===== config.mk =====
export PLATFORM = sky130hd
export DESIGN_NAME = lfpd_sequencer
export DESIGN_NICKNAME = d
export VERILOG_FILES = /design/src/rtl/lfpd_pkg.sv /design/src/rtl/lfpd_sequencer.sv
export SDC_FILE = /design/constraint.sdc
export NUM_CORES = 1
export LEC_CHECK = 0
export BUFFER_PORTS_ARGS = -buffer_cell sky130_fd_sc_hd__clkbuf_2
export CAP_MARGIN = 10
export CORE_MARGIN = 10
export CORE_UTILIZATION = 45
export CTS_CLUSTER_SIZE = 25
export DETAILED_ROUTE_END_ITERATION = 12
export GPL_TIMING_DRIVEN = 0
export PLACE_DENSITY_LB_ADDON = 0.2
export SLEW_MARGIN = 20
export SYNTH_ARGS = -nofsm -noshare
export SYNTH_HDL_FRONTEND = slang
export SYNTH_SLANG_ARGS = --single-unit

===== constraint.sdc =====
create_clock -name clock -period 2.88 [get_ports clock]
set_input_delay 0.144 -clock clock [delete_from_list [all_inputs] [get_ports clock]]
set_output_delay 0.144 -clock clock [all_outputs]
set_load 0.02 [all_outputs]

===== src/rtl/lfpd_pkg.sv =====
// shared types, constants and microcode table of the line-follow pid drive
package lfpd_pkg;

   localparam int CSR_W     = 32;
   localparam int CSR_IDX_W = 3;
   localparam int MS_W      = 16;
   localparam int SPEED_W   = 8;
   localparam int DRIVE_W   = 16;
   localparam int THRESH_W  = 10;

   localparam int ERR_DIVISOR   = 200;
   localparam int MS_PER_SECOND = 1000;
   localparam int SPEED_MAX     = 255;

   // shared divider: 64-bit dividend, 16-bit divisor, four quotient bits a cycle
   localparam int DVD_W          = 64;
   localparam int DVS_W          = 16;
   localparam int DIV_RADIX_BITS = 4;
   localparam int DIV_CYCLES     = DVD_W / DIV_RADIX_BITS;

   typedef enum logic [CSR_IDX_W-1:0] {
      CSR_GAIN_P         = 3'd0,
      CSR_GAIN_I         = 3'd1,
      CSR_GAIN_D         = 3'd2,
      CSR_DARK_THRESHOLD = 3'd3,
      CSR_CRUISE_LEVEL   = 3'd4,
      CSR_INTEGRAL_LIMIT = 3'd5
   } csr_index_type;

   typedef struct packed {
      logic [31:0]         gain_p;
      logic [31:0]         gain_i;
      logic [31:0]         gain_d;
      logic [THRESH_W-1:0] dark_threshold;
      logic [SPEED_W-1:0]  cruise_level;
      logic [7:0]          integral_limit;
   } cfg_type;

   localparam cfg_type CFG_RESET = '{
      gain_p:         32'd1310720,
      gain_i:         32'd3277,
      gain_d:         32'd655,
      dark_threshold: 10'd800,
      cruise_level:   8'd120,
      integral_limit: 8'd100
   };

   typedef struct packed {
      logic [SPEED_W-1:0]        left_level;
      logic [SPEED_W-1:0]        right_level;
      logic signed [DRIVE_W-1:0] drive_value;
      logic                      zero_interval;
   } rsp_data_type;

   typedef enum logic [3:0] {
      OP_ERR_PREP,
      OP_WAIT,
      OP_ERR_DIV,
      OP_MUL_ET,
      OP_SUM,
      OP_MUL_P,
      OP_TOT_P,
      OP_MUL_I,
      OP_DIV_I,
      OP_TOT_I,
      OP_MUL_K,
      OP_MUL_D,
      OP_DIV_D,
      OP_TOT_D,
      OP_FINISH
   } op_type;

   typedef enum logic [1:0] {
      COND_NONE,
      COND_DARK,
      COND_DIV_BUSY,
      COND_MS_ZERO
   } cond_type;

   localparam int STEP_W      = 5;
   localparam int UCODE_DEPTH = 17;

   typedef logic [STEP_W-1:0] step_type;

   localparam step_type STEP_ERR_WAIT = 5'd1;
   localparam step_type STEP_MUL_ET   = 5'd3;
   localparam step_type STEP_I_WAIT   = 5'd9;
   localparam step_type STEP_D_WAIT   = 5'd14;
   localparam step_type STEP_FINISH   = 5'd16;

   typedef struct packed {
      op_type   op;
      cond_type cond;
      step_type target;
   } ucode_type;

   typedef struct packed {
      op_type op;
      logic   run;
      logic   load;
   } ctrl_type;

   typedef struct packed {
      logic dark;
      logic div_busy;
      logic ms_zero;
   } status_type;

   // control store: one word per step, jump taken when the condition holds
   function automatic ucode_type ucode_rom(input step_type s);
      ucode_type w;
      w = '{op: OP_FINISH, cond: COND_NONE, target: '0};
      case (s)
         5'd0:  w = '{op: OP_ERR_PREP, cond: COND_DARK,     target: STEP_MUL_ET};
         5'd1:  w = '{op: OP_WAIT,     cond: COND_DIV_BUSY, target: STEP_ERR_WAIT};
         5'd2:  w = '{op: OP_ERR_DIV,  cond: COND_NONE,     target: '0};
         5'd3:  w = '{op: OP_MUL_ET,   cond: COND_NONE,     target: '0};
         5'd4:  w = '{op: OP_SUM,      cond: COND_NONE,     target: '0};
         5'd5:  w = '{op: OP_MUL_P,    cond: COND_NONE,     target: '0};
         5'd6:  w = '{op: OP_TOT_P,    cond: COND_NONE,     target: '0};
         5'd7:  w = '{op: OP_MUL_I,    cond: COND_NONE,     target: '0};
         5'd8:  w = '{op: OP_DIV_I,    cond: COND_NONE,     target: '0};
         5'd9:  w = '{op: OP_WAIT,     cond: COND_DIV_BUSY, target: STEP_I_WAIT};
         5'd10: w = '{op: OP_TOT_I,    cond: COND_NONE,     target: '0};
         5'd11: w = '{op: OP_MUL_K,    cond: COND_MS_ZERO,  target: STEP_FINISH};
         5'd12: w = '{op: OP_MUL_D,    cond: COND_NONE,     target: '0};
         5'd13: w = '{op: OP_DIV_D,    cond: COND_NONE,     target: '0};
         5'd14: w = '{op: OP_WAIT,     cond: COND_DIV_BUSY, target: STEP_D_WAIT};
         5'd15: w = '{op: OP_TOT_D,    cond: COND_NONE,     target: '0};
         5'd16: w = '{op: OP_FINISH,   cond: COND_NONE,     target: '0};
         default: w = '{op: OP_FINISH, cond: COND_NONE, target: '0};
      endcase
      return w;
   endfunction

endpackage


===== src/rtl/lfpd_sequencer.sv =====
// microcode sequencer: step counter, control store, jumps and channel handshake
module lfpd_sequencer (
   input  logic                  clock,
   input  logic                  reset,
   input  logic                  req_valid,
   output logic                  req_ready,
   input  logic                  rsp_ready,
   output logic                  rsp_valid,
   input  lfpd_pkg::status_type  status,
   output lfpd_pkg::ctrl_type    ctrl
);
   import lfpd_pkg::*;

   typedef enum logic {ST_IDLE, ST_RUN} state_type;

   state_type state_ff, state_in;
   step_type  step_ff, step_in;
   logic      rsp_valid_ff, rsp_valid_in;

   ucode_type word;
   logic      jump, req_fire, stall, run, fin_fire;

   always_comb begin
      word = ucode_rom(step_ff);
      unique case (word.cond)
         COND_NONE:     jump = 1'b0;
         COND_DARK:     jump = status.dark;
         COND_DIV_BUSY: jump = status.div_busy;
         COND_MS_ZERO:  jump = status.ms_zero;
      endcase

      req_fire = req_valid && (state_ff == ST_IDLE);
      // last step waits while the previous word still sits in the output register
      stall    = (word.op == OP_FINISH) && rsp_valid_ff && !rsp_ready;
      run      = (state_ff == ST_RUN) && !stall;
      fin_fire = run && (word.op == OP_FINISH);

      state_in     = state_ff;
      step_in      = step_ff;
      rsp_valid_in = fin_fire || (rsp_valid_ff && !rsp_ready);

      unique case (state_ff)
         ST_IDLE: begin
            if (req_fire) begin
               state_in = ST_RUN;
               step_in  = '0;
            end
         end
         ST_RUN: begin
            if (fin_fire) begin
               state_in = ST_IDLE;
               step_in  = '0;
            end else if (run) begin
               step_in = jump ? word.target : step_ff + 1'b1;
            end
         end
      endcase
   end

   always_ff @(posedge clock) begin
      if (reset) begin
         state_ff     <= ST_IDLE;
         step_ff      <= '0;
         rsp_valid_ff <= 1'b0;
      end else begin
         state_ff     <= state_in;
         step_ff      <= step_in;
         rsp_valid_ff <= rsp_valid_in;
      end
   end

   assign req_ready = (state_ff == ST_IDLE);
   assign rsp_valid = rsp_valid_ff;
   assign ctrl.op   = word.op;
   assign ctrl.run  = run;
   assign ctrl.load = req_fire;

   a_accept_starts: assert property (@(posedge clock) disable iff (reset)
      req_fire |=> state_ff == ST_RUN && step_ff == '0)
      else $error("accepted word did not start the program");

   a_finish_shows: assert property (@(posedge clock) disable iff (reset)
      fin_fire |=> rsp_valid_ff)
      else $error("finished word not presented");

   a_step_range: assert property (@(posedge clock) disable iff (reset)
      state_ff == ST_RUN |-> step_ff < STEP_W'(UCODE_DEPTH))
      else $error("step counter left the control store");

endmodule

==> key figures <==
Status
  • Run status: complete, no violations

Pwr
  • Static Leak: 0.518 nW
  • Switching power: 0.000221 W
  • Pwr dens: 538 nW/um^2
  • Reg power frac: 44.8%
  • Switching share of power: 33.3%
  • Combinational share of power: 31.9%
  • Cell Int Power: 0.000442 W
  • Power Total: 0.000663 W
  • Clock power frac: 23.3%
  • Worst VDD drop: 0.278 mV

Critical path
  • Worst Setup EP: word[6]$_SDFF_PP0_
  • Crit path max-delay family: compound AO/OA/AOI/OAI gates
  • Worst reg2reg startpoint: rsp_valid$_SDFF_PP0_
  • Crit Reg-Reg Endpoint: word[6]$_SDFF_PP0_
  • Worst path depth: 8
  • Launch point of the worst path: rsp_valid$_SDFF_PP0_
  • Critical-path cell list: nor2b_1 -> a31oi_2 -> o32ai_1 -> inv_1 -> ha_1 -> o2111ai_2 -> a21boi_1 -> o221ai_2
  • WP data required: 3.06 ns
  • R2R cell count: 8
  • Buffers & Inverters on Critical Path: 1
  • Slowest stage delay, CP: 0.67 ns
  • Worst path arrival time: 2.74 ns
  • Flop-to-flop setup slack: 0.32 ns
  • CP Launch Type: flip-flop
  • CP max stage cell: o32ai_1
  • CP Capture Type: flip-flop
  • Critical path peak fanout: 5
  • WS Path Type: flip-flop to flip-flop

Timing
  • Setup Skew: 0.00174 ns
  • Count of final setup violators: 0
  • RSZ-0062 raised after global routing: no
  • Slew HR: 49.0%
  • Final setup TNS: 0 ns
  • Slew Limit Fails: 0
  • Final min period: 2.56 ns
  • Least-Margin Pin Slew: 0.763 ns
  • Fmax: 391 MHz
  • Period utilization: 88.8%
  • Final Hold Fails: 0

Global route
  • Gr usage total: 10.9%
  • Vias in the first global route: 919
  • Global route overflow: 0
  • Initial antenna violation count: 0
  • First-pass GRT wire length: 4400 um
  • Largest net degree at the start of global routing: 11

Floorplanning
  • Area of the core: 2250 um^2
  • Die Ht: 69.3 um
  • Area of the die: 4800 um^2
  • Cell Rows: 17
  • Starting Density: 48.4%
  • DIE WIDTH: 69.3 um
  • IO Count: 15

Layout
  • Area Overhead vs Synth: 12.9%
  • Reg area: 360 um^2
  • Proportion of layout cells with a drive suffix above 1: 27.0%
  • Layout net count: 155
  • Fillers: 243
  • Area occupied by multi-input gates: 631 um^2
  • Number of diodes: 0

Detailed routing
  • Final wirelength: 2580 um
  • WL per Instance: 15.3 um
  • Met2 wire length: 1300 um
  • First drt pass iteration count: 4
  • Vias per Instance: 5.60
  • Starting DRT DRC Count: 82
  • Total number of vias: 947
  • Top sig layer: met4
  • Metal3 WL: 100 um
  • DRC errors left: 0
  • Wire length on met1: 1140 um
  • Routed Antenna Nets: 0

Synthesis
  • Seq cells post-synth: 18
  • Mapped Nets: 136
  • Synth top area share: 33.0%
  • Seq/Total Area, Yosys: 33.0%
  • Post-synth cell types: 44
  • Syn Area/Cell: 8.88 um^2
  • Post-synth EDFFs: 0
  • Yosys warns: 0
  • Netlist Area Pre-Place: 1090 um^2
  • Ys flop type: dfxtp_1
  • Largest area contributor in the netlist: dfxtp_1
  • Main area contributors after synthesis: dfxtp_1 (33%), ha_1 (6.9%), a21oi_1 (5.0%)
  • Ys async rst share: 0%
  • Synth Instances: 123

Run
  • Max-Cap Viols: 0

Clock network
  • Post-cts sizing count: 0
  • Cts hold-fix bufs: 0
  • Clock Latency Late Sink: 0.29 ns
  • # Post-CTS Setup Buffers: 0
  • Clk sinks: 18
  • H-tree levels: 1
  • CTS root buffer: clkbuf_4
  • CTS tree: done
  • CTS Buf Count: 3
  • Clock-pin slew on the worst setup and hold paths: 0.10 ns
  • Max clock buf depth: 2

Hold path
  • HP Start: req_valid
  • Worst hold path type: input pin to flip-flop

Placed design
  • Port Buf Inserts: 14
  • Dpl hpwl: 2060 um
  • Placer Congestion: 0.849
[layout by cell type (no fill, tap or decap), types with 2 or more instances in the layout]
cell type and n:
o211ai_1 2, nand3b_1 2, nand2_1 4, dfxtp_1 18, o21ai_1 3, xnor2_1 2, inv_1 8, o21a_1 2
buf_4 7, nand4_1 2, ha_1 6, nand3_1 3, nor2_1 7, buf_2 3, clkbuf_4 3, nor2b_1 3
and2_1 2, clkbuf_2 14, o32ai_1 2, o21ai_0 5, nor3_1 4, a211oi_1 2, a21oi_1 11, mux2i_1 3
[Yosys cell counts, drive strengths merged, types with 3 or more instances]
| library cell | count |
|---|---|
| nand3 | 3 |
| ha | 6 |
| nor2 | 8 |
| nor2b | 3 |
| o32ai | 3 |
| mux2i | 4 |
| inv | 8 |
| nor3 | 4 |
| a211oi | 3 |
| nand2 | 4 |
| dfxtp | 18 |
| buf | 10 |
| a21oi | 11 |
| o21ai | 9 |
[area by class of cell]
| type | count | area share (%) |
|---|---|---|
| multi-input combinational | 86 | 51.1 |
| sequential | 18 | 29.2 |
| timing repair buffer | 14 | 5.68 |
| buffer | 10 | 5.48 |
| clock buffer | 4 | 2.94 |
| tap | 28 | 2.84 |
| inverter | 9 | 2.74 |
[power by group through the flow]
stage          Combinational (W)  Sequential [W]  Clock, W
6_report                0.000211        0.000297  0.000155
5_1_grt                 0.000233        0.000301  0.000166
4_1_cts                 0.000211        0.000297  0.000156
3_5_place_dp            0.000209        0.000303         0
3_3_place_gp            0.000202        0.000302         0
2_1_floorplan           0.000162        0.000297         0
[metal layers]
metal	track usage (%)	up-vias
li1	-	479
met1	12.7	443
met2	18.6	21
met3	1.57	4
met4	5.32	0
met5	0	-
[state kept, by name, indices dropped and copies added (netlist names)]
| name | flops |
|---|---|
| state_ff | 1 |
| word | 11 |
| step_ff | 5 |
| rsp_valid | 1 |
[worst min-delay path: cells and delay by family]
family | cells | cell delay (ns)
buf+inv | 1 | 0.08
simple gates | 2 | 0.22
[how the worst min path moves through the flow]
stage	end	cells past startpoint
after global routing	rsp_valid$_SDFF_PP0_	4
after CTS	state_ff$_SDFF_PP0_	3
after detailed placement	state_ff$_SDFF_PP0_	3
after global placement	state_ff$_SDFF_PP0_	3
after floorplan	state_ff$_SDFF_PP0_	2
final	state_ff$_SDFF_PP0_	3
[cells by family (layout without fill, tap and decap cells)]
kind of cell    count (synthesis)  count (layout)  share of synthesized area [%]
xor+xnor                        3               3                           2.41
fa+ha+maj                       6               6                           6.87
compound gates                 39              39                           26.2
flops                          18              18                           33.0
mux                             4               4                           4.01
buf+inv                        19              37                           9.28
simple gates                   34              34                           18.2
[through the flow]
stage                     setup WS (ns)  area [um^2]  hold WS, ns  cells  utilization, %
after floorplan                   0.625         1090        0.372    123               -
after global placement            0.393         1200        0.485    165            53.1
after detailed placement          0.375         1200        0.513    165            53.1
after CTS                         0.350         1230        0.205    169            54.7
after global routing             0.0211         1230        0.252    169            54.7
final                             0.323         1230        0.197    169            54.7
(Power assumes the default switching activity.)
