[src/rtl/lfpd_pkg.sv]
// shared types, constants and microcode table of the line-follow pid drive
package lfpd_pkg;

   localparam int CSR_W     = 32;
   localparam int CSR_IDX_W = 3;
   localparam int MS_W      = 16;
   localparam int SPEED_W   = 8;
   localparam int DRIVE_W   = 16;
   localparam int THRESH_W  = 10;

   localparam int ERR_DIVISOR   = 200;
   localparam int MS_PER_SECOND = 1000;
   localparam int SPEED_MAX     = 255;

   // shared divider: 64-bit dividend, 16-bit divisor, four quotient bits a cycle
   localparam int DVD_W          = 64;
   localparam int DVS_W          = 16;
   localparam int DIV_RADIX_BITS = 4;
   localparam int DIV_CYCLES     = DVD_W / DIV_RADIX_BITS;

   typedef enum logic [CSR_IDX_W-1:0] {
      CSR_GAIN_P         = 3'd0,
      CSR_GAIN_I         = 3'd1,
      CSR_GAIN_D         = 3'd2,
      CSR_DARK_THRESHOLD = 3'd3,
      CSR_CRUISE_LEVEL   = 3'd4,
      CSR_INTEGRAL_LIMIT = 3'd5
   } csr_index_type;

   typedef struct packed {
      logic [31:0]         gain_p;
      logic [31:0]         gain_i;
      logic [31:0]         gain_d;
      logic [THRESH_W-1:0] dark_threshold;
      logic [SPEED_W-1:0]  cruise_level;
      logic [7:0]          integral_limit;
   } cfg_type;

   localparam cfg_type CFG_RESET = '{
      gain_p:         32'd1310720,
      gain_i:         32'd3277,
      gain_d:         32'd655,
      dark_threshold: 10'd800,
      cruise_level:   8'd120,
      integral_limit: 8'd100
   };

   typedef struct packed {
      logic [SPEED_W-1:0]        left_level;
      logic [SPEED_W-1:0]        right_level;
      logic signed [DRIVE_W-1:0] drive_value;
      logic                      zero_interval;
   } rsp_data_type;

   typedef enum logic [3:0] {
      OP_ERR_PREP,
      OP_WAIT,
      OP_ERR_DIV,
      OP_MUL_ET,
      OP_SUM,
      OP_MUL_P,
      OP_TOT_P,
      OP_MUL_I,
      OP_DIV_I,
      OP_TOT_I,
      OP_MUL_K,
      OP_MUL_D,
      OP_DIV_D,
      OP_TOT_D,
      OP_FINISH
   } op_type;

   typedef enum logic [1:0] {
      COND_NONE,
      COND_DARK,
      COND_DIV_BUSY,
      COND_MS_ZERO
   } cond_type;

   localparam int STEP_W      = 5;
   localparam int UCODE_DEPTH = 17;

   typedef logic [STEP_W-1:0] step_type;

   localparam step_type STEP_ERR_WAIT = 5'd1;
   localparam step_type STEP_MUL_ET   = 5'd3;
   localparam step_type STEP_I_WAIT   = 5'd9;
   localparam step_type STEP_D_WAIT   = 5'd14;
   localparam step_type STEP_FINISH   = 5'd16;

   typedef struct packed {
      op_type   op;
      cond_type cond;
      step_type target;
   } ucode_type;

   typedef struct packed {
      op_type op;
      logic   run;
      logic   load;
   } ctrl_type;

   typedef struct packed {
      logic dark;
      logic div_busy;
      logic ms_zero;
   } status_type;

   // control store: one word per step, jump taken when the condition holds
   function automatic ucode_type ucode_rom(input step_type s);
      ucode_type w;
      w = '{op: OP_FINISH, cond: COND_NONE, target: '0};
      case (s)
         5'd0:  w = '{op: OP_ERR_PREP, cond: COND_DARK,     target: STEP_MUL_ET};
         5'd1:  w = '{op: OP_WAIT,     cond: COND_DIV_BUSY, target: STEP_ERR_WAIT};
         5'd2:  w = '{op: OP_ERR_DIV,  cond: COND_NONE,     target: '0};
         5'd3:  w = '{op: OP_MUL_ET,   cond: COND_NONE,     target: '0};
         5'd4:  w = '{op: OP_SUM,      cond: COND_NONE,     target: '0};
         5'd5:  w = '{op: OP_MUL_P,    cond: COND_NONE,     target: '0};
         5'd6:  w = '{op: OP_TOT_P,    cond: COND_NONE,     target: '0};
         5'd7:  w = '{op: OP_MUL_I,    cond: COND_NONE,     target: '0};
         5'd8:  w = '{op: OP_DIV_I,    cond: COND_NONE,     target: '0};
         5'd9:  w = '{op: OP_WAIT,     cond: COND_DIV_BUSY, target: STEP_I_WAIT};
         5'd10: w = '{op: OP_TOT_I,    cond: COND_NONE,     target: '0};
         5'd11: w = '{op: OP_MUL_K,    cond: COND_MS_ZERO,  target: STEP_FINISH};
         5'd12: w = '{op: OP_MUL_D,    cond: COND_NONE,     target: '0};
         5'd13: w = '{op: OP_DIV_D,    cond: COND_NONE,     target: '0};
         5'd14: w = '{op: OP_WAIT,     cond: COND_DIV_BUSY, target: STEP_D_WAIT};
         5'd15: w = '{op: OP_TOT_D,    cond: COND_NONE,     target: '0};
         5'd16: w = '{op: OP_FINISH,   cond: COND_NONE,     target: '0};
         default: w = '{op: OP_FINISH, cond: COND_NONE, target: '0};
      endcase
      return w;
   endfunction

endpackage

[src/rtl/lfpd_divider.sv]
// shared unsigned restoring divider, four quotient bits per cycle
module lfpd_divider (
   input  logic                           clock,
   input  logic                           reset,
   input  logic                           start,
   input  logic [lfpd_pkg::DVD_W-1:0]     dividend,
   input  logic [lfpd_pkg::DVS_W-1:0]     divisor,
   output logic                           busy,
   output logic [lfpd_pkg::DVD_W-1:0]     quotient
);
   import lfpd_pkg::*;

   localparam int CNT_W = $clog2(DIV_CYCLES);

   logic [DVD_W-1:0] quo_ff, quo_in;
   logic [DVS_W:0]   rem_ff, rem_in;
   logic [DVS_W-1:0] dvs_ff, dvs_in;
   logic [CNT_W-1:0] cnt_ff, cnt_in;
   logic             busy_ff, busy_in;

   always_comb begin
      logic [DVD_W-1:0] q;
      logic [DVS_W:0]   r;
      q = quo_ff;
      r = rem_ff;
      for (int k = 0; k < DIV_RADIX_BITS; k++) begin
         r = {r[DVS_W-1:0], q[DVD_W-1]};
         q = {q[DVD_W-2:0], 1'b0};
         if (r >= {1'b0, dvs_ff}) begin
            r    = r - {1'b0, dvs_ff};
            q[0] = 1'b1;
         end
      end

      quo_in  = quo_ff;
      rem_in  = rem_ff;
      dvs_in  = dvs_ff;
      cnt_in  = cnt_ff;
      busy_in = busy_ff;
      if (start) begin
         quo_in  = dividend;
         rem_in  = '0;
         dvs_in  = divisor;
         cnt_in  = CNT_W'(DIV_CYCLES - 1);
         busy_in = 1'b1;
      end else if (busy_ff) begin
         quo_in  = q;
         rem_in  = r;
         cnt_in  = cnt_ff - 1'b1;
         busy_in = (cnt_ff != '0);
      end
   end

   always_ff @(posedge clock) begin
      if (reset) begin
         busy_ff <= 1'b0;
         cnt_ff  <= '0;
      end else begin
         busy_ff <= busy_in;
         cnt_ff  <= cnt_in;
      end
      quo_ff <= quo_in;
      rem_ff <= rem_in;
      dvs_ff <= dvs_in;
   end

   assign busy     = busy_ff;
   assign quotient = quo_ff;

   a_start_busy: assert property (@(posedge clock) disable iff (reset)
      start |=> busy_ff)
      else $error("divider not busy after start");

   a_run_ends: assert property (@(posedge clock) disable iff (reset)
      busy_ff && cnt_ff == '0 && !start |=> !busy_ff)
      else $error("divider ran past its last cycle");

endmodule

[src/rtl/lfpd_datapath.sv]
// pid datapath: operand registers, one multiplier, shared divider, output word
module lfpd_datapath #(
   parameter int SAMPLE_BITS    = 10,
   parameter int GAIN_FRAC_BITS = 16
) (
   input  logic                          clock,
   input  logic                          reset,
   input  lfpd_pkg::ctrl_type            ctrl,
   output lfpd_pkg::status_type          status,
   input  lfpd_pkg::cfg_type             cfg,
   input  logic [SAMPLE_BITS-1:0]        left_sample,
   input  logic [SAMPLE_BITS-1:0]        right_sample,
   input  logic [lfpd_pkg::MS_W-1:0]     elapsed_ms,
   output lfpd_pkg::rsp_data_type        rsp_data
);
   import lfpd_pkg::*;

   localparam int ERR_W  = (SAMPLE_BITS - 6 > 3) ? SAMPLE_BITS - 6 : 3;
   localparam int DIFF_W = ERR_W + 1;
   localparam int CMP_W  = (SAMPLE_BITS > THRESH_W) ? SAMPLE_BITS : THRESH_W;
   localparam int MUL_W  = 33;

   localparam logic signed [33:0] SUM_MAX   = 34'sh0_7FFF_FFFF;
   localparam logic signed [33:0] SUM_MIN   = 34'sh3_8000_0000;
   localparam logic signed [63:0] FRAC_RND  = (64'sd1 <<< GAIN_FRAC_BITS) - 64'sd1;
   localparam logic signed [63:0] DRIVE_HI  = 64'sd32767;
   localparam logic signed [63:0] DRIVE_LO  = -64'sd32768;
   localparam logic signed [63:0] SPEED_TOP = 64'(SPEED_MAX);

   logic [SAMPLE_BITS-1:0]     left_ff, left_in, right_ff, right_in;
   logic [MS_W-1:0]            ms_ff, ms_in;
   logic signed [ERR_W-1:0]    err_ff, err_in, last_err_ff, last_err_in;
   logic signed [31:0]         sum_ff, sum_in;
   logic signed [63:0]         prod_ff, prod_in, total_ff, total_in;
   logic                       div_neg_ff, div_neg_in;
   rsp_data_type               out_ff, out_in;

   logic                       ldark, rdark;
   logic signed [SAMPLE_BITS:0] diff_lr;
   logic [SAMPLE_BITS-1:0]     abs_lr;
   logic signed [ERR_W-1:0]    err_dark;
   logic signed [DIFF_W-1:0]   diff_e;
   logic signed [MUL_W-1:0]    sum_ext, sum_abs, mul_a, mul_b;
   logic signed [2*MUL_W-1:0]  mul_p;
   logic                       mul_en;
   logic signed [33:0]         sum_wide;
   logic                       div_start, div_busy;
   logic [DVD_W-1:0]           div_dividend, div_q;
   logic [DVS_W-1:0]           div_divisor;
   logic signed [63:0]         q_signed, lim, mag, base_q, drive_t;

   function automatic logic [SPEED_W-1:0] speed_of(input logic signed [63:0] v);
      logic signed [63:0] w;
      w = v >>> GAIN_FRAC_BITS;
      if (v < 0) return '0;
      else if (w > SPEED_TOP) return SPEED_W'(SPEED_MAX);
      else return w[SPEED_W-1:0];
   endfunction

   assign ldark    = CMP_W'(left_ff) > CMP_W'(cfg.dark_threshold);
   assign rdark    = CMP_W'(right_ff) > CMP_W'(cfg.dark_threshold);
   assign diff_lr  = $signed({1'b0, right_ff}) - $signed({1'b0, left_ff});
   assign abs_lr   = diff_lr[SAMPLE_BITS] ? SAMPLE_BITS'(-diff_lr) : SAMPLE_BITS'(diff_lr);
   // both dark reads as centered on the line
   assign err_dark = rdark ? (ldark ? '0 : ERR_W'(2)) : -ERR_W'(2);
   assign diff_e   = DIFF_W'(err_ff) - DIFF_W'(last_err_ff);
   assign sum_ext  = MUL_W'(sum_ff);
   assign sum_abs  = sum_ext[MUL_W-1] ? -sum_ext : sum_ext;
   assign sum_wide = 34'(sum_ff) + $signed(prod_ff[33:0]);
   assign q_signed = div_neg_ff ? -$signed(div_q) : $signed(div_q);
   assign lim      = 64'(cfg.integral_limit) <<< GAIN_FRAC_BITS;
   assign mag      = ($signed(div_q) > lim) ? lim : $signed(div_q);
   assign base_q   = 64'(cfg.cruise_level) <<< GAIN_FRAC_BITS;
   // truncate toward zero
   assign drive_t  = total_ff[63] ? ((total_ff + FRAC_RND) >>> GAIN_FRAC_BITS)
                                  : (total_ff >>> GAIN_FRAC_BITS);
   assign mul_p    = mul_a * mul_b;

   // multiplier operand select
   always_comb begin
      mul_a  = '0;
      mul_b  = '0;
      mul_en = 1'b0;
      case (ctrl.op)
         OP_MUL_ET: begin
            mul_a  = MUL_W'(err_ff);
            mul_b  = $signed(MUL_W'(ms_ff));
            mul_en = 1'b1;
         end
         OP_MUL_P: begin
            mul_a  = $signed(MUL_W'(cfg.gain_p));
            mul_b  = MUL_W'(err_ff);
            mul_en = 1'b1;
         end
         OP_MUL_I: begin
            mul_a  = $signed(MUL_W'(cfg.gain_i));
            mul_b  = sum_abs;
            mul_en = 1'b1;
         end
         OP_MUL_K: begin
            mul_a  = MUL_W'(diff_e);
            mul_b  = $signed(MUL_W'(MS_PER_SECOND));
            mul_en = 1'b1;
         end
         OP_MUL_D: begin
            mul_a  = $signed(MUL_W'(cfg.gain_d));
            mul_b  = $signed(prod_ff[MUL_W-1:0]);
            mul_en = 1'b1;
         end
         default: ;
      endcase
   end

   always_comb begin
      left_in      = left_ff;
      right_in     = right_ff;
      ms_in        = ms_ff;
      err_in       = err_ff;
      last_err_in  = last_err_ff;
      sum_in       = sum_ff;
      prod_in      = prod_ff;
      total_in     = total_ff;
      div_neg_in   = div_neg_ff;
      out_in       = out_ff;
      div_start    = 1'b0;
      div_dividend = '0;
      div_divisor  = '0;

      if (ctrl.load) begin
         left_in  = left_sample;
         right_in = right_sample;
         ms_in    = elapsed_ms;
      end

      if (ctrl.run) begin
         if (mul_en) prod_in = mul_p[63:0];
         case (ctrl.op)
            OP_ERR_PREP: begin
               err_in       = err_dark;
               div_start    = 1'b1;
               div_dividend = DVD_W'(abs_lr);
               div_divisor  = DVS_W'(ERR_DIVISOR);
               div_neg_in   = diff_lr[SAMPLE_BITS];
            end
            OP_ERR_DIV: err_in = ERR_W'(q_signed);
            OP_SUM: begin
               if (sum_wide > SUM_MAX) sum_in = SUM_MAX[31:0];
               else if (sum_wide < SUM_MIN) sum_in = SUM_MIN[31:0];
               else sum_in = sum_wide[31:0];
            end
            OP_TOT_P: total_in = prod_ff;
            OP_DIV_I: begin
               div_start    = 1'b1;
               div_dividend = prod_ff;
               div_divisor  = DVS_W'(MS_PER_SECOND);
               div_neg_in   = sum_ff[31];
            end
            OP_TOT_I: total_in = total_ff + (div_neg_ff ? -mag : mag);
            OP_DIV_D: begin
               div_start    = 1'b1;
               div_dividend = prod_ff[63] ? DVD_W'(-prod_ff) : DVD_W'(prod_ff);
               div_divisor  = ms_ff;
               div_neg_in   = prod_ff[63];
            end
            OP_TOT_D: total_in = total_ff + q_signed;
            OP_FINISH: begin
               out_in.left_level    = speed_of(base_q + total_ff);
               out_in.right_level   = speed_of(base_q - total_ff);
               if (drive_t > DRIVE_HI) out_in.drive_value = DRIVE_HI[DRIVE_W-1:0];
               else if (drive_t < DRIVE_LO) out_in.drive_value = DRIVE_LO[DRIVE_W-1:0];
               else out_in.drive_value = drive_t[DRIVE_W-1:0];
               out_in.zero_interval = (ms_ff == '0);
               last_err_in          = err_ff;
            end
            default: ;
         endcase
      end
   end

   always_ff @(posedge clock) begin
      if (reset) begin
         sum_ff      <= '0;
         last_err_ff <= '0;
      end else begin
         sum_ff      <= sum_in;
         last_err_ff <= last_err_in;
      end
      left_ff    <= left_in;
      right_ff   <= right_in;
      ms_ff      <= ms_in;
      err_ff     <= err_in;
      prod_ff    <= prod_in;
      total_ff   <= total_in;
      div_neg_ff <= div_neg_in;
      out_ff     <= out_in;
   end

   lfpd_divider u_divider (
      .clock    (clock),
      .reset    (reset),
      .start    (div_start),
      .dividend (div_dividend),
      .divisor  (div_divisor),
      .busy     (div_busy),
      .quotient (div_q)
   );

   assign status.dark     = ldark | rdark;
   assign status.div_busy = div_busy;
   assign status.ms_zero  = (ms_ff == '0);
   assign rsp_data        = out_ff;

endmodule

[config.mk]
export PLATFORM = sky130hd
export DESIGN_NAME = lfpd_datapath
export DESIGN_NICKNAME = d
export VERILOG_FILES = /design/src/rtl/lfpd_pkg.sv /design/src/rtl/lfpd_divider.sv /design/src/rtl/lfpd_datapath.sv
export SDC_FILE = /design/constraint.sdc
export NUM_CORES = 2
export LEC_CHECK = 0
export BUFFER_PORTS_ARGS = -buffer_cell sky130_fd_sc_hd__buf_2
export CAP_MARGIN = 20
export CORE_MARGIN = 10
export CORE_UTILIZATION = 40
export DETAILED_ROUTE_END_ITERATION = 10
export GPL_TIMING_DRIVEN = 0
export PLACE_DENSITY_LB_ADDON = 0.05
export SLEW_MARGIN = 10
export SYNTH_ARGS = -nofsm -noshare
export SYNTH_HDL_FRONTEND = slang
export SYNTH_SLANG_ARGS = --single-unit
[constraint.sdc]
create_clock -name clock -period 13.15 [get_ports clock]
set_clock_uncertainty 0.05 [all_clocks]
set_input_delay 2.63 -clock clock [delete_from_list [all_inputs] [get_ports clock]]
set_output_delay 2.63 -clock clock [all_outputs]
set_load 0.005 [all_outputs]
==> parameters.txt <==
Parameter                              Value

Critical path
  CP most frequent cell    sky130_fd_sc_hd__fa_1
  Startpoint Class    primary input
  Highest fanout seen on the critical path    10
  Flop-to-flop setup slack    0.69 ns
  Crit-path slowest cell    sky130_fd_sc_hd__fa_1
  Path type of the worst setup path    in2reg
  Crit. End Element    flop
  Maximum cell stage delay along the critical path    0.66 ns
  Worst EP arrival    13.33 ns
  Required @ worst endpoint    13.42 ns

Die
  Boundary Pins    202
  Die span in x    438.2 um
  Starting density of the core    40.25%
  Area of the core region    173800 um2
  Number of standard-cell rows in the floorplan    153
  Area of the die    192000 um2
  Die height    438.2 um

Power and ir drop
  Sw Pwr    8232 uW
  Part of the total power dissipated in the clock network    7.5%
  Power, Total    15300 uW
  Proportion of power drawn by combinational gates    82.1%
  Switching part of the total    53.80%
  Maximum vdd ir drop    558.6 uV
  Power density over cell area    198.5 nW/um2
  Cell leakage power    0.03595 uW
  Int Power    7068 uW
  Seq pwr share    10.4%

Logic synthesis
  Synth cell count leaders    sky130_fd_sc_hd__inv_1, sky130_fd_sc_hd__fa_1, sky130_fd_sc_hd__nand2_1
  Top cell type's share of synthesized area    32.45%
  Number of synthesis warnings    0
  Mean area per synthesized cell    8.473 um2
  Number of flops mapped to enable cells by yosys    282
  Number of synthesized register bits    339
  Number of library cell types mapped by synthesis    95
  Number of cells produced by synthesis    8257
  Sequential fraction of the synthesis area    13.73%
  Largest area contributor in the netlist    sky130_fd_sc_hd__fa_1
  Synth top area cells    sky130_fd_sc_hd__fa_1, sky130_fd_sc_hd__edfxtp_1, sky130_fd_sc_hd__ha_1, sky130_fd_sc_hd__inv_1, sky130_fd_sc_hd__nand2_1
  Most frequent cell after synthesis    sky130_fd_sc_hd__inv_1
  Predominant post-synthesis flop cell    sky130_fd_sc_hd__edfxtp_1
  Total standard cell area after synthesis    69960 um2
  Async set-reset flop share out of synthesis    0%

Route
  Met3 wire len    22230 um
  Initial DRC Count    5691
  Vias after detailed routing    62840
  Metal1 wirelength    128100 um
  Number of detailed-route iterations in the first pass    10
  Highest metal layer with signal wires    met5
  Avg Vias per Cell    5.728
  Average routed wire per standard cell    28.82 um
  Antenna Nets Post-Route    0
  Total routed wirelength    316200 um
  Drc violations    0
  Met2 Routed Length    145100 um

Place
  Pre-CTS setup slack    -3.065 ns
  GP Congestion    1.028
  Post-DP HPWL    268400 um
  Input/output buffers    200

Run status
  Outcome    finished clean

Timing
  Total count of max-transition violations in the final report    0
  Min cycle time layout    13.06 ns
  Worst Setup Slack, final    0.09051 ns
  Actual slew at the worst max-slew pin    1.149 ns
  Period utilisation layout    99.31%
  Final Hold Fails    0
  Final-report setup violation count    0
  Maximum operating frequency    76.57 MHz
  Worst slew margin relative to its limit    23.38%

GRT
  Pin count of the biggest net entering global routing    61
  Global-route wire length before repair    456200 um
  Initial antenna violation count    10
  Global router's overall resource usage    32.39%
  Overflow left after global routing    0
  Vias in the first global route    63630

Finish
  Area growth, synth to finish    10.17%
  Final core area utilization    44.35%
  Final net count    10340
  Ratio of cells with drive above 1 in the final layout    8.154%
  Filler cells    17870

Clock network
  TritonCTS clock tree    built
  Worst-Skew Late Latency    0.63 ns
  Count of clock tree sinks    339
  TritonCTS Buffers    38
  Deepest clock path buffer count    3
  CTS Root Buffer Type    sky130_fd_sc_hd__clkbuf_16
  Maximum level of the CTS H-tree    2
  Total of hold buffers inserted after clock tree synthesis    0
  Clock edge transition at the registers on the reported setup and hold paths    0.07 ns

Run
  Maxcap violations    0

Min path
  Min-delay worst type    reg2reg
-- power by group through the flow --
stage               Clock, uW  Sequential, uW  Combinational, uW
floorplan                   0            1510               8850
detailed placement          0            1600              12200
finish                   1150            1590              12600
global route             1210            1590              13900
global placement            0            1610              11900
CTS                      1180            1580              12400
-- per-stage QoR --
| stage | setup TNS, ns | area, um2 | hold WS, ns | instances |
|---|---|---|---|---|
| after global routing | -0.05844 | 77060 | 0.4312 | 10960 |
| after floorplan | 0 | 70060 | 0.3863 | 8283 |
| after detailed placement | -116.90 | 74680 | 0.4035 | 10860 |
| final | 0 | 77080 | 0.4179 | 10970 |
| after CTS | 0 | 76680 | 0.4136 | 10950 |
| after global placement | -148.01 | 73970 | 0.3938 | 10810 |
-- per-layer routing --
metal	track usage, %	up-vias
met4	16.75	2
met5	0	-
met1	42.23	31820
met2	52.63	2726
li1	-	27680
met3	4.129	602
-- cells in the final DEF (no fill, tap or decap), types with 25 or more instances in the layout --
cell type                   count
sky130_fd_sc_hd__a211oi_1      48
sky130_fd_sc_hd__a21o_1       123
sky130_fd_sc_hd__a21oi_1      346
sky130_fd_sc_hd__a222oi_1      31
sky130_fd_sc_hd__a31oi_1       47
sky130_fd_sc_hd__and2_1        78
sky130_fd_sc_hd__and3_1        58
sky130_fd_sc_hd__buf_2        224
sky130_fd_sc_hd__buf_4         68
sky130_fd_sc_hd__clkbuf_1     237
sky130_fd_sc_hd__clkbuf_16     39
sky130_fd_sc_hd__clkbuf_2      94
sky130_fd_sc_hd__clkbuf_4      31
sky130_fd_sc_hd__conb_1        28
sky130_fd_sc_hd__dfxtp_1       57
sky130_fd_sc_hd__edfxtp_1     282
sky130_fd_sc_hd__fa_1        1127
sky130_fd_sc_hd__ha_1         436
sky130_fd_sc_hd__inv_1       1376
sky130_fd_sc_hd__mux2_2        39
sky130_fd_sc_hd__nand2_1     1074
sky130_fd_sc_hd__nand2b_1      61
sky130_fd_sc_hd__nand3_1      130
sky130_fd_sc_hd__nand4_1       67
sky130_fd_sc_hd__nor2_1       730
sky130_fd_sc_hd__nor2b_1       39
sky130_fd_sc_hd__nor3_1        95
sky130_fd_sc_hd__nor4_1        54
sky130_fd_sc_hd__o211ai_1      52
sky130_fd_sc_hd__o21a_1        67
sky130_fd_sc_hd__o21ai_0      354
sky130_fd_sc_hd__o21ai_1       25
sky130_fd_sc_hd__o21bai_1      33
sky130_fd_sc_hd__o22ai_1       27
sky130_fd_sc_hd__o31ai_1       51
sky130_fd_sc_hd__or3_1         53
sky130_fd_sc_hd__or4_1         32
sky130_fd_sc_hd__xnor2_1      241
sky130_fd_sc_hd__xor2_1       149
-- critical path, delay by kind of cell --
family          cells  cell delay (ns)
simple gates        7             1.83
xor+xnor            1             0.17
fa+ha+maj           9             4.39
compound gates      8             1.94
buf+inv            13             2.24
-- state kept, by name, summed over array words and instances, names as in the netlist --
register and flops:
div_neg_ff 1, err_ff 4, last_err_ff 4, left_ff 10, ms_ff 16, prod_ff 64, right_ff 10, rsp_data 33
sum_ff 32, total_ff 64, u_divider.busy 1, u_divider.cnt_ff 4, u_divider.dvs_ff 16, u_divider.quotient 64, u_divider.rem_ff 16
-- kinds of logic (layout without fill, tap and decap cells) --
| group | Yosys count | after routing | synth area share, % |
|---|---|---|---|
| simple gates | 2593 | 2593 | 16.50 |
| fa+ha+maj | 1570 | 1570 | 40.25 |
| xor+xnor | 390 | 390 | 4.882 |
| mux | 61 | 61 | 0.9425 |
| other cells | 2 | 40 | 0.01073 |
| flops | 339 | 339 | 13.73 |
| compound gates | 1505 | 1505 | 14.01 |
| buf+inv | 1797 | 2148 | 9.675 |
-- worst paths after layout --
path                            start                   end  cells after the start
hold reg to reg        last_err_ff[2]        last_err_ff[2]                      2
setup reg to reg  u_divider.dvs_ff[1]  u_divider.rem_ff[14]                     46
hold / removal         last_err_ff[2]        last_err_ff[2]                      2
setup / recovery              ctrl[4]           prod_ff[63]                     38
-- area by class of cell --
class / count / area, um2 / area share [%]
antenna: 12 / 30.03 / 0.03896
buffer: 398 / 1848 / 2.397
clock buffer: 52 / 1079 / 1.399
clock inverter: 16 / 211.5 / 0.2743
inverter: 1382 / 5201 / 6.748
multi-input combinational: 6147 / 54190 / 70.30
sequential: 339 / 9609 / 12.47
tap: 2325 / 2909 / 3.774
timing repair buffer: 300 / 2003 / 2.599
-- what timing repair did --
item | CTS | global route
gates cloned | 0 | 0
pin swaps | 25 | 7
setup endpoints to repair | 62 | 29
buffers inserted | 30 | 18
gates resized for setup | 230 | 126
(Power assumes the default switching activity.)
